<file path="src/design/contiguous_bitmap_block_allocator_defines.svh">
// Assertion macros used by the allocator top level.
`ifndef CONTIGUOUS_BITMAP_BLOCK_ALLOCATOR_DEFINES_SVH
`define CONTIGUOUS_BITMAP_BLOCK_ALLOCATOR_DEFINES_SVH
// Implication checked on every rising clock edge outside reset.
`define CBA_ASSERT_IMPL(label, clk, rst_n, ante, cons, msg) \
    label: assert property (@(posedge clk) disable iff (!rst_n) (ante) |-> (cons)) \
        else $error(msg);
// Invariant checked on every rising clock edge outside reset.
`define CBA_ASSERT_ALWAYS(label, clk, rst_n, expr, msg) \
    label: assert property (@(posedge clk) disable iff (!rst_n) (expr)) else $error(msg);
`endif

</file>
<file path="src/design/cba_pkg.sv">
// Package with constants, types and state encoding for the block allocator.
`default_nettype none
package cba_pkg;
    localparam int WORD_BITS_DEF  = 64;
    localparam int WORD_COUNT_DEF = 16;
    localparam logic [31:0] HEADER_BYTES = 32'd16;
    localparam logic [2:0] ST_OK        = 3'd0;
    localparam logic [2:0] ST_TOO_LARGE = 3'd1;
    localparam logic [2:0] ST_NO_FREE   = 3'd2;
    localparam logic [2:0] ST_NO_RUN    = 3'd3;
    localparam logic [2:0] ST_RANGE     = 3'd4;
    localparam logic [0:0] MODE_ALLOC   = 1'b0;
    localparam logic [0:0] MODE_RELEASE = 1'b1;
    localparam logic [0:0] REG_BLOCK_BYTES  = 1'b0;
    localparam logic [0:0] REG_WORDS_IN_USE = 1'b1;

    typedef enum logic [3:0] {
        S_INIT,
        S_IDLE,
        S_DIV,
        S_CHECK,
        S_SCAN_RD,
        S_SCAN,
        S_MOD_RD,
        S_MOD_WAIT,
        S_MOD_WR,
        S_DONE
    } state_t;
endpackage
`default_nettype wire

</file>
<file path="src/design/contiguous_bitmap_block_allocator.sv">
// Top level of the first-fit contiguous bitmap block allocator.
//
//   Channel   Handshake                 Payload                                          Dir
//   request   start / busy              mode, request_bytes, start_block, release_count  in
//   result    done (one-cycle strobe)   status, granted_start, granted_count, free_blocks out
//   config    psel, penable, pready     pwrite, paddr, pwdata, prdata                    in/out
//
// One request is processed at a time. An allocate runs a bit-serial divider in S_DIV
// and the size checks in S_CHECK, then scans the free bitmap one bit per cycle, with
// a read state S_SCAN_RD before each word, and rewrites each word of the granted run
// through S_MOD_RD, S_MOD_WAIT and S_MOD_WR. A release passes through S_CHECK and the
// same modify states for each word it touches. The result word follows S_DONE, and busy
// drops in the cycle that shows it. After reset and after every write to words_in_use
// while idle, a clearing pass writes all WORD_COUNT bitmap words, one per cycle, while
// busy is high. The receiver cannot stall: done marks each result for exactly one cycle.
`default_nettype none
`include "contiguous_bitmap_block_allocator_defines.svh"
module contiguous_bitmap_block_allocator #(
    parameter int WORD_BITS  = cba_pkg::WORD_BITS_DEF,
    parameter int WORD_COUNT = cba_pkg::WORD_COUNT_DEF
) (
    input  wire logic        clk,
    input  wire logic        rst_n,
    input  wire logic        start,
    output logic             busy,
    input  wire logic        mode,
    input  wire logic [31:0] request_bytes,
    input  wire logic [9:0]  start_block,
    input  wire logic [10:0] release_count,
    output logic             done,
    output logic [2:0]       status,
    output logic [9:0]       granted_start,
    output logic [10:0]      granted_count,
    output logic [10:0]      free_blocks,
    input  wire logic        psel,
    input  wire logic        penable,
    input  wire logic        pwrite,
    input  wire logic [2:0]  paddr,
    input  wire logic [31:0] pwdata,
    output logic [31:0]      prdata,
    output logic             pready
);
    import cba_pkg::*;

    localparam int WA = (WORD_COUNT > 1) ? $clog2(WORD_COUNT) : 1;
    localparam int BA = $clog2(WORD_BITS);
    // Block index width covering capacity: wide enough for WORD_BITS*WORD_COUNT.
    localparam int IW = $clog2(WORD_BITS * WORD_COUNT + 1) + 1;
    localparam int CW = $clog2(WORD_COUNT + 1);

    state_t state_reg, state_next;

    logic [20:0]   block_bytes_reg;
    logic [4:0]    words_in_use_reg;
    logic [10:0]   free_counter_reg;
    logic          mode_reg;
    logic [9:0]    start_blk_reg;
    logic [10:0]   cnt_reg;
    // Divider state: quotient register reused as dividend, 34-bit numerator.
    logic [33:0]   quo_reg;
    logic [21:0]   rem_reg;
    logic [5:0]    step_reg;
    logic [IW-1:0] pos_reg;
    logic [IW-1:0] run_reg;
    logic [IW-1:0] first_reg;
    logic [WA-1:0] waddr_reg;
    logic [WORD_BITS-1:0] word_reg;
    logic [2:0]    status_reg;
    logic [9:0]    gstart_reg;
    logic [10:0]   gcount_reg;
    logic          done_reg;
    logic [WA:0]   clr_reg;

    // Effective configuration.
    logic [CW-1:0] eff_words;
    logic [IW-1:0] cap;
    logic [20:0]   eff_bs;
    always_comb
    begin
        if (words_in_use_reg == 5'd0)
        begin
            eff_words = CW'(1);
        end
        else if (32'(words_in_use_reg) > WORD_COUNT)
        begin
            eff_words = CW'(WORD_COUNT);
        end
        else
        begin
            eff_words = CW'(words_in_use_reg);
        end
        cap = IW'(eff_words) << BA;
        if (block_bytes_reg == 21'd0)
        begin
            eff_bs = 21'd128;
        end
        else if (block_bytes_reg > 21'd1048576)
        begin
            eff_bs = 21'd1048576;
        end
        else
        begin
            eff_bs = {(block_bytes_reg[20:7] + 14'(|block_bytes_reg[6:0])), 7'd0};
        end
    end

    // Memory port.
    logic                 ram_we;
    logic [WA-1:0]        ram_addr;
    logic [WORD_BITS-1:0] ram_wdata;
    logic [WORD_BITS-1:0] ram_rdata;

    cba_ram #(.WIDTH(WORD_BITS), .DEPTH(WORD_COUNT)) u_map (
        .clk   (clk),
        .we    (ram_we),
        .addr  (ram_addr),
        .wdata (ram_wdata),
        .rdata (ram_rdata)
    );

    // Configuration port.
    logic cfg_wr;
    assign pready = 1'b1;
    assign cfg_wr = psel && penable && pwrite;
    always_comb
    begin
        case (paddr[2])
            REG_BLOCK_BYTES:  prdata = {11'd0, block_bytes_reg};
            REG_WORDS_IN_USE: prdata = {27'd0, words_in_use_reg};
            default:          prdata = 32'd0;
        endcase
        if (paddr[1:0] != 2'd0)
        begin
            prdata = 32'd0;
        end
    end

    // Division step: restoring, one quotient bit per cycle.
    logic [22:0] trial;
    assign trial = {rem_reg, quo_reg[33]} - {2'b00, eff_bs};

    // Current scan bit.
    logic [BA-1:0] bit_idx;
    logic          cur_free;
    assign bit_idx  = pos_reg[BA-1:0];
    assign cur_free = ram_rdata[bit_idx];

    // Run bounds for modify phase.
    logic [IW-1:0] run_start, run_end;
    logic          set_val;
    assign set_val   = (mode_reg != MODE_ALLOC);
    assign run_start = set_val ? IW'(start_blk_reg) : first_reg;
    assign run_end   = run_start + IW'(cnt_reg);

    // Word being rewritten covers bits [base, base+WORD_BITS).
    logic [IW-1:0]        wbase;
    logic [WORD_BITS-1:0] mod_mask;
    assign wbase = IW'(waddr_reg) << BA;
    always_comb
    begin
        for (int b = 0; b < WORD_BITS; b++)
        begin
            mod_mask[b] = ((wbase + IW'(b)) >= run_start) && ((wbase + IW'(b)) < run_end);
        end
    end

    logic [WA-1:0] last_word;
    assign last_word = WA'((run_end - IW'(1)) >> BA);

    // Next-state logic.
    always_comb
    begin
        state_next = state_reg;
        case (state_reg)
            S_INIT:
            begin
                if (clr_reg == (WA+1)'(WORD_COUNT - 1))
                begin
                    state_next = S_IDLE;
                end
            end
            S_IDLE:
            begin
                if (cfg_wr && paddr[2] == REG_WORDS_IN_USE && paddr[1:0] == 2'd0)
                begin
                    state_next = S_INIT;
                end
                else if (start)
                begin
                    state_next = (mode == MODE_ALLOC) ? S_DIV : S_CHECK;
                end
            end
            S_DIV:     state_next = (step_reg == 6'd33) ? S_CHECK : S_DIV;
            S_CHECK:
            begin
                if (mode_reg == MODE_ALLOC)
                begin
                    if (quo_reg > 34'(cap) || quo_reg > 34'(free_counter_reg))
                    begin
                        state_next = S_DONE;
                    end
                    else
                    begin
                        state_next = S_SCAN_RD;
                    end
                end
                else if (cnt_reg == 11'd0 || (IW'(start_blk_reg) + IW'(cnt_reg)) > cap)
                begin
                    state_next = S_DONE;
                end
                else
                begin
                    state_next = S_MOD_RD;
                end
            end
            S_SCAN_RD: state_next = S_SCAN;
            S_SCAN:
            begin
                if (cur_free && (run_reg + IW'(1)) == IW'(cnt_reg))
                begin
                    state_next = S_MOD_RD;
                end
                else if (pos_reg + IW'(1) >= cap)
                begin
                    state_next = S_DONE;
                end
                else if (bit_idx == BA'(WORD_BITS - 1))
                begin
                    state_next = S_SCAN_RD;
                end
            end
            S_MOD_RD:   state_next = S_MOD_WAIT;
            S_MOD_WAIT: state_next = S_MOD_WR;
            S_MOD_WR:   state_next = (waddr_reg == last_word) ? S_DONE : S_MOD_RD;
            S_DONE:     state_next = S_IDLE;
            default:    state_next = S_IDLE;
        endcase
    end

    // Memory control outputs.
    always_comb
    begin
        ram_we    = 1'b0;
        ram_addr  = waddr_reg;
        ram_wdata = word_reg;
        case (state_reg)
            S_INIT:
            begin
                ram_we    = 1'b1;
                ram_addr  = clr_reg[WA-1:0];
                ram_wdata = '1;
            end
            S_SCAN_RD: ram_addr = WA'(pos_reg >> BA);
            S_SCAN:    ram_addr = WA'(pos_reg >> BA);
            S_MOD_WR:
            begin
                ram_we    = 1'b1;
                ram_wdata = set_val ? (word_reg | mod_mask) : (word_reg & ~mod_mask);
            end
            default:   ram_addr = waddr_reg;
        endcase
    end

    assign busy = (state_reg != S_IDLE);

    // Datapath registers.
    always_ff @(posedge clk or negedge rst_n)
    begin
        if (!rst_n)
        begin
            state_reg        <= S_INIT;
            block_bytes_reg  <= 21'd128;
            words_in_use_reg <= 5'd16;
            free_counter_reg <= 11'(WORD_BITS * WORD_COUNT);
            clr_reg          <= '0;
            done_reg         <= 1'b0;
        end
        else
        begin
            state_reg <= state_next;
            done_reg  <= (state_reg == S_DONE);
            if (cfg_wr && paddr[1:0] == 2'd0)
            begin
                if (paddr[2] == REG_BLOCK_BYTES)
                begin
                    block_bytes_reg <= pwdata[20:0];
                end
                else
                begin
                    words_in_use_reg <= pwdata[4:0];
                    clr_reg          <= '0;
                end
            end
            if (state_reg == S_INIT)
            begin
                clr_reg          <= clr_reg + (WA+1)'(1);
                free_counter_reg <= 11'(cap);
            end
            if (state_reg == S_MOD_WR && waddr_reg == last_word)
            begin
                if (set_val)
                begin
                    free_counter_reg <= (12'(free_counter_reg) + 12'(cnt_reg) > 12'(cap))
                                        ? 11'(cap) : 11'(free_counter_reg + cnt_reg);
                end
                else
                begin
                    free_counter_reg <= free_counter_reg - cnt_reg;
                end
            end
        end
    end

    always_ff @(posedge clk)
    begin
        case (state_reg)
            S_IDLE:
            begin
                mode_reg      <= mode;
                start_blk_reg <= start_block;
                cnt_reg       <= release_count;
                quo_reg       <= 34'(request_bytes) + 34'(HEADER_BYTES) + 34'(eff_bs) - 34'd1;
                rem_reg       <= '0;
                step_reg      <= '0;
                status_reg    <= ST_OK;
                gstart_reg    <= '0;
                gcount_reg    <= '0;
            end
            S_DIV:
            begin
                // One quotient bit per cycle for the 34-bit numerator.
                if (!trial[22])
                begin
                    rem_reg <= trial[21:0];
                    quo_reg <= {quo_reg[32:0], 1'b1};
                end
                else
                begin
                    rem_reg <= {rem_reg[20:0], quo_reg[33]};
                    quo_reg <= {quo_reg[32:0], 1'b0};
                end
                step_reg <= step_reg + 6'd1;
            end
            S_CHECK:
            begin
                pos_reg <= '0;
                run_reg <= '0;
                if (mode_reg == MODE_ALLOC)
                begin
                    cnt_reg <= quo_reg[10:0];
                    if (quo_reg > 34'(cap))
                    begin
                        status_reg <= ST_TOO_LARGE;
                    end
                    else if (quo_reg > 34'(free_counter_reg))
                    begin
                        status_reg <= ST_NO_FREE;
                    end
                end
                else
                begin
                    waddr_reg <= WA'(IW'(start_blk_reg) >> BA);
                    if (cnt_reg != 11'd0 && (IW'(start_blk_reg) + IW'(cnt_reg)) > cap)
                    begin
                        status_reg <= ST_RANGE;
                    end
                end
            end
            S_SCAN:
            begin
                pos_reg <= pos_reg + IW'(1);
                run_reg <= cur_free ? run_reg + IW'(1) : '0;
                if (cur_free && (run_reg + IW'(1)) == IW'(cnt_reg))
                begin
                    first_reg  <= pos_reg + IW'(1) - IW'(cnt_reg);
                    waddr_reg  <= WA'((pos_reg + IW'(1) - IW'(cnt_reg)) >> BA);
                    gstart_reg <= 10'(pos_reg + IW'(1) - IW'(cnt_reg));
                    gcount_reg <= cnt_reg;
                end
                else if (pos_reg + IW'(1) >= cap)
                begin
                    status_reg <= ST_NO_RUN;
                end
            end
            S_MOD_WAIT: word_reg <= ram_rdata;
            S_MOD_WR:   waddr_reg <= waddr_reg + WA'(1);
            default:    word_reg <= word_reg;
        endcase
    end

    assign done          = done_reg;
    assign status        = status_reg;
    assign granted_start = gstart_reg;
    assign granted_count = gcount_reg;
    assign free_blocks   = free_counter_reg;

    `CBA_ASSERT_IMPL(a_done_idle, clk, rst_n, done, !busy, "result word while still busy")
    `CBA_ASSERT_IMPL(a_fail_zero, clk, rst_n, done && status != ST_OK,
        granted_count == 11'd0, "failed request reports a granted run")
    `CBA_ASSERT_ALWAYS(a_free_cap, clk, rst_n, busy || free_blocks <= 11'(cap),
        "free count exceeds capacity")
endmodule
`default_nettype wire

</file>
<file path="src/design/cba_ram.sv">
// Generic single-port synchronous RAM with a registered read.
`default_nettype none
module cba_ram #(
    parameter int WIDTH = 64,
    parameter int DEPTH = 16
) (
    input  wire logic                     clk,
    input  wire logic                     we,
    input  wire logic [$clog2(DEPTH)-1:0] addr,
    input  wire logic [WIDTH-1:0]         wdata,
    output logic      [WIDTH-1:0]         rdata
);
    logic [WIDTH-1:0] mem [DEPTH];

    always_ff @(posedge clk)
    begin
        if (we)
        begin
            mem[addr] <= wdata;
        end
        rdata <= mem[addr];
    end
endmodule
`default_nettype wire
</file>
<file path="config.mk">
export PLATFORM = sky130hd
export DESIGN_NAME = contiguous_bitmap_block_allocator
export DESIGN_NICKNAME = d
export VERILOG_FILES = /design/src/design/cba_pkg.sv /design/src/design/contiguous_bitmap_block_allocator.sv /design/src/design/cba_ram.sv
export VERILOG_INCLUDE_DIRS = /design/src /design/src/design
export SDC_FILE = /design/constraint.sdc
export NUM_CORES = 2
export LEC_CHECK = 0
export BUFFER_PORTS_ARGS = -buffer_cell sky130_fd_sc_hd__buf_2
export CAP_MARGIN = 20
export CORE_UTILIZATION = 48
export DETAILED_ROUTE_END_ITERATION = 7
export HOLD_SLACK_MARGIN = 0.02
export SYNTH_ARGS = -nofsm -noshare
export SYNTH_HDL_FRONTEND = slang
export SYNTH_SLANG_ARGS = --single-unit
</file>
<file path="constraint.sdc">
create_clock -name clk -period 10.35 [get_ports clk]
set_input_delay 2.07 -clock clk [delete_from_list [all_inputs] [get_ports clk]]
set_output_delay 2.07 -clock clk [all_outputs]
set_load 0.01 [all_outputs]
</file>
==> impl_metrics.tcl <==
set metrics [dict create \
    internal-power_mw 14.4 \
    yosysWarnings 0 \
    p_leak_nw 23.5 \
    path_clk_slew_ns 0.06 \
    crit_family "compound AO/OA/AOI/OAI gates" \
    cpMaxStageDelayCell "mux2i_1" \
    routed_via_density 6.01 \
    rows 130 \
    clockPowerShare_pct 20.8 \
    max_slew_margin_pct 6.82 \
    synth_cell_types 96 \
    die_area_mm2 0.128 \
    status "complete, no violations" \
    clock-root-buffer "clkbuf_16" \
    finalSetupViolations 0 \
    hold_class "flop to flop" \
    hold_buffers 0 \
    firstDrtPassIters 6 \
    finalCritPeriodShare_pct 73.0 \
    period_minus_slack_ns 7.55 \
    maxCapViolations 0 \
    antenna_found_initial 3 \
    clock_latency_ns 0.78 \
    dp_cells 6408 \
    top_layer_used "met4" \
    p_comb_share_pct 45.0 \
    core-area_mm2 0.126 \
    cp_max_fo 16 \
    crit_type "flop to flop" \
    largest_reg_flops 1024 \
    grt_max_degree 225 \
    grt_pass1_wl_mm 242 \
    netSwitchingFraction_pct 41.9 \
    switchingPower_mw 10.4 \
    cpPeakStageDelay_ns 0.85 \
    start_kind "flop" \
    required_ns 10.78 \
    synth_enable_flop_cells 1236 \
    slew_violations 0 \
    sequentialPowerShare_pct 34.1 \
    initial_core_util_pct 48.4 \
    worst-r2r-setup-slack_ns 2.80 \
    n_fill_cell 10519 \
    nets 5158 \
    ys_async_sr_fraction_pct 3.49 \
    yosysSeqAreaShare_pct 65.0 \
    post-cts-setup-buffers 0 \
    cp-end-kind "flop" \
    grtUsageTotal_pct 25.2 \
    gp_congestion 0.950 \
    layout_commonest_cell "edfxtp_1" \
    met2_length_mm 76.5 \
    rsz0062_at_grt "no" \
    ant_nets 0 \
    wl_met1_mm 71.2 \
    io_pins 165 \
    wl_met3_mm 10.6 \
    fin_cells 6700 \
    drt_iter0_markers 3936 \
    chipHeight_um 358 \
    wl_per_cell_um 24.3 \
    cts_buffer_depth 3 \
    clock_skew_ns 0.0271 \
    power_density_mw_per_mm2 364 \
    path_buf_inv 1 \
    grt_overflow 0 \
    drc 0 \
    dr_total_vias 40283 \
    ctsResizeCount 0 \
    most-common-layout-cells "edfxtp_1 (1236), nand2_1 (658), a211oi_1 (328)" \
    clock-sinks 1347 \
    cp.arrival_ns 7.99 \
    first_global_vias 38251 \
    cts_buffers 146 \
    die_w_um 358 \
    syn_to_final_growth_pct 12.2 \
    tns_ns 0 \
    path_cells "mux2i_1 -> clkinv_1 -> ha_1 -> a21o_1 -> o21bai_2 -> a31oi_1 -> xor2_1 -> ha_1 -> nand3_1 -> or3_1 -> a21oi_1 -> nand3b_1 -> o211ai_1 -> mux2i_1 -> a21oi_1" \
    ys_ff_latch 1347 \
    drt_wl_total_mm 163 \
    synthesis.area_mm2 0.0609 \
    ys.flop_type "edfxtp_1" \
    hold_violations 0 \
    portBuffers 141 \
    cts_tree "yes" \
    avgSynthCellArea_um2 12.6 \
    worst_slew_pin_slew_ns 1.40 \
    drive_above_1_share_pct 11.3 \
    cts.htree.levels 4 \
    dpl.hpwl_mm 94.4 \
    fmax_mhz 132 \
    peakVddDrop_mv 0.431 \
    synth_cells 4837 \
]
layer usage:
layer,GRT usage [%],up-vias
li1,-,18487
met5,0,-
met3,3.65,290
met2,40.5,1392
met1,35.2,20114
met4,8.71,0
worst paths after layout:
path / from / endpoint / cells past startpoint
max: mode_reg / u_map.mem[10][23] / 15
min: u_map.rdata[38] / word_reg[38] / 0
max reg2reg: mode_reg / u_map.mem[10][23] / 15
min reg2reg: u_map.rdata[38] / word_reg[38] / 0
max in group asynchronous: rst_n / state_reg[3] / 2
min in group asynchronous: rst_n / words_in_use_reg[1] / 2
through the flow:
step / util, % / power, mW / setup slack, ns / area, um2 / hold WS (ns)
3_3_place_gp: 50.3 / 19.5 / 3.12 / 63300 / 0.413
5_1_grt: 54.3 / 26.3 / 2.42 / 68300 / 0.443
3_5_place_dp: 50.4 / 19.6 / 2.94 / 63400 / 0.411
4_1_cts: 54.2 / 24.9 / 2.91 / 68100 / 0.421
2_1_floorplan: - / 16.1 / 2.69 / 60900 / 0.403
6_report: 54.3 / 24.9 / 2.80 / 68300 / 0.424
power by group through the flow:
stage               sequential (mW)  combinational, mW  clock, mW
floorplan                      8.40               7.72          0
finish                         8.49               11.2       5.19
global placement               8.57               10.9          0
CTS                            8.49               11.1       5.27
global route                   8.58               12.2       5.49
detailed placement             8.59               11.1          0
area by class of cell:
type / instances / area (um2) / share of cell area [%]
flip-flops and latches: 1347 / 39600 / 58.0
inverters: 98 / 368 / 0.539
clock buffers: 205 / 4090 / 5.99
clock inverters: 66 / 688 / 1.01
multi-input cells: 3076 / 19800 / 29.0
diodes: 1 / 2.50 / 0.00366
well taps: 1650 / 2060 / 3.02
repair buffers: 257 / 1660 / 2.43
cells in the mapped netlist (7+ instances only):
cell type  count  area [um2]
edfxtp_1    1236       37100
a2111oi_0     11        96.3
a31oi_1      155         970
and4_1         7        61.3
ha_1         131        1640
a21oi_1      288        1440
nor3_1        48         240
o21ai_0      117         586
a221o_1        9        90.1
or3_1         12        75.1
inv_1         96         360
dfxtp_1       64        1280
buf_4         15         113
mux4_2        21         473
nand2_1      660        2480
nand3_1       69         345
o31ai_1        8        60.1
o21a_1        20         150
nand4_1       16         100
o211ai_1      33         248
o22ai_1        9        56.3
nor4_1        20         125
and2_1       306        1910
clkbuf_1     271        1020
xor2_1        64         561
xnor2_1       64         561
buf_1         26        97.6
nand2b_1      30         188
nor2b_1       17         106
o21bai_1       8        60.1
mux2_2        28         315
a211oi_1     328        2460
o22a_1        17         149
o311ai_0       7        61.3
dfrtp_1       44        1100
a311oi_1     131        1150
a221oi_1       8        70.1
nor2_1       213         800
a21o_1        24         180
buf_2         11        55.1
mux2i_1       59         591
and3_1        30         188
cells by family (layout without fill, tap and decap cells):
group,Yosys count,after routing,synth area share (%)
AND/OR/NAND/NOR,1454,1454,11.2
other,2,13,0.0123
flip-flops,1347,1347,65.0
multiplexers,110,110,2.32
XOR/XNOR,133,133,2.01
buffers and inverters,424,626,2.77
adder cells (fa/ha/maj),138,138,2.91
AO/OA/AOI/OAI,1229,1229,13.7
(Power assumes the default switching activity.)
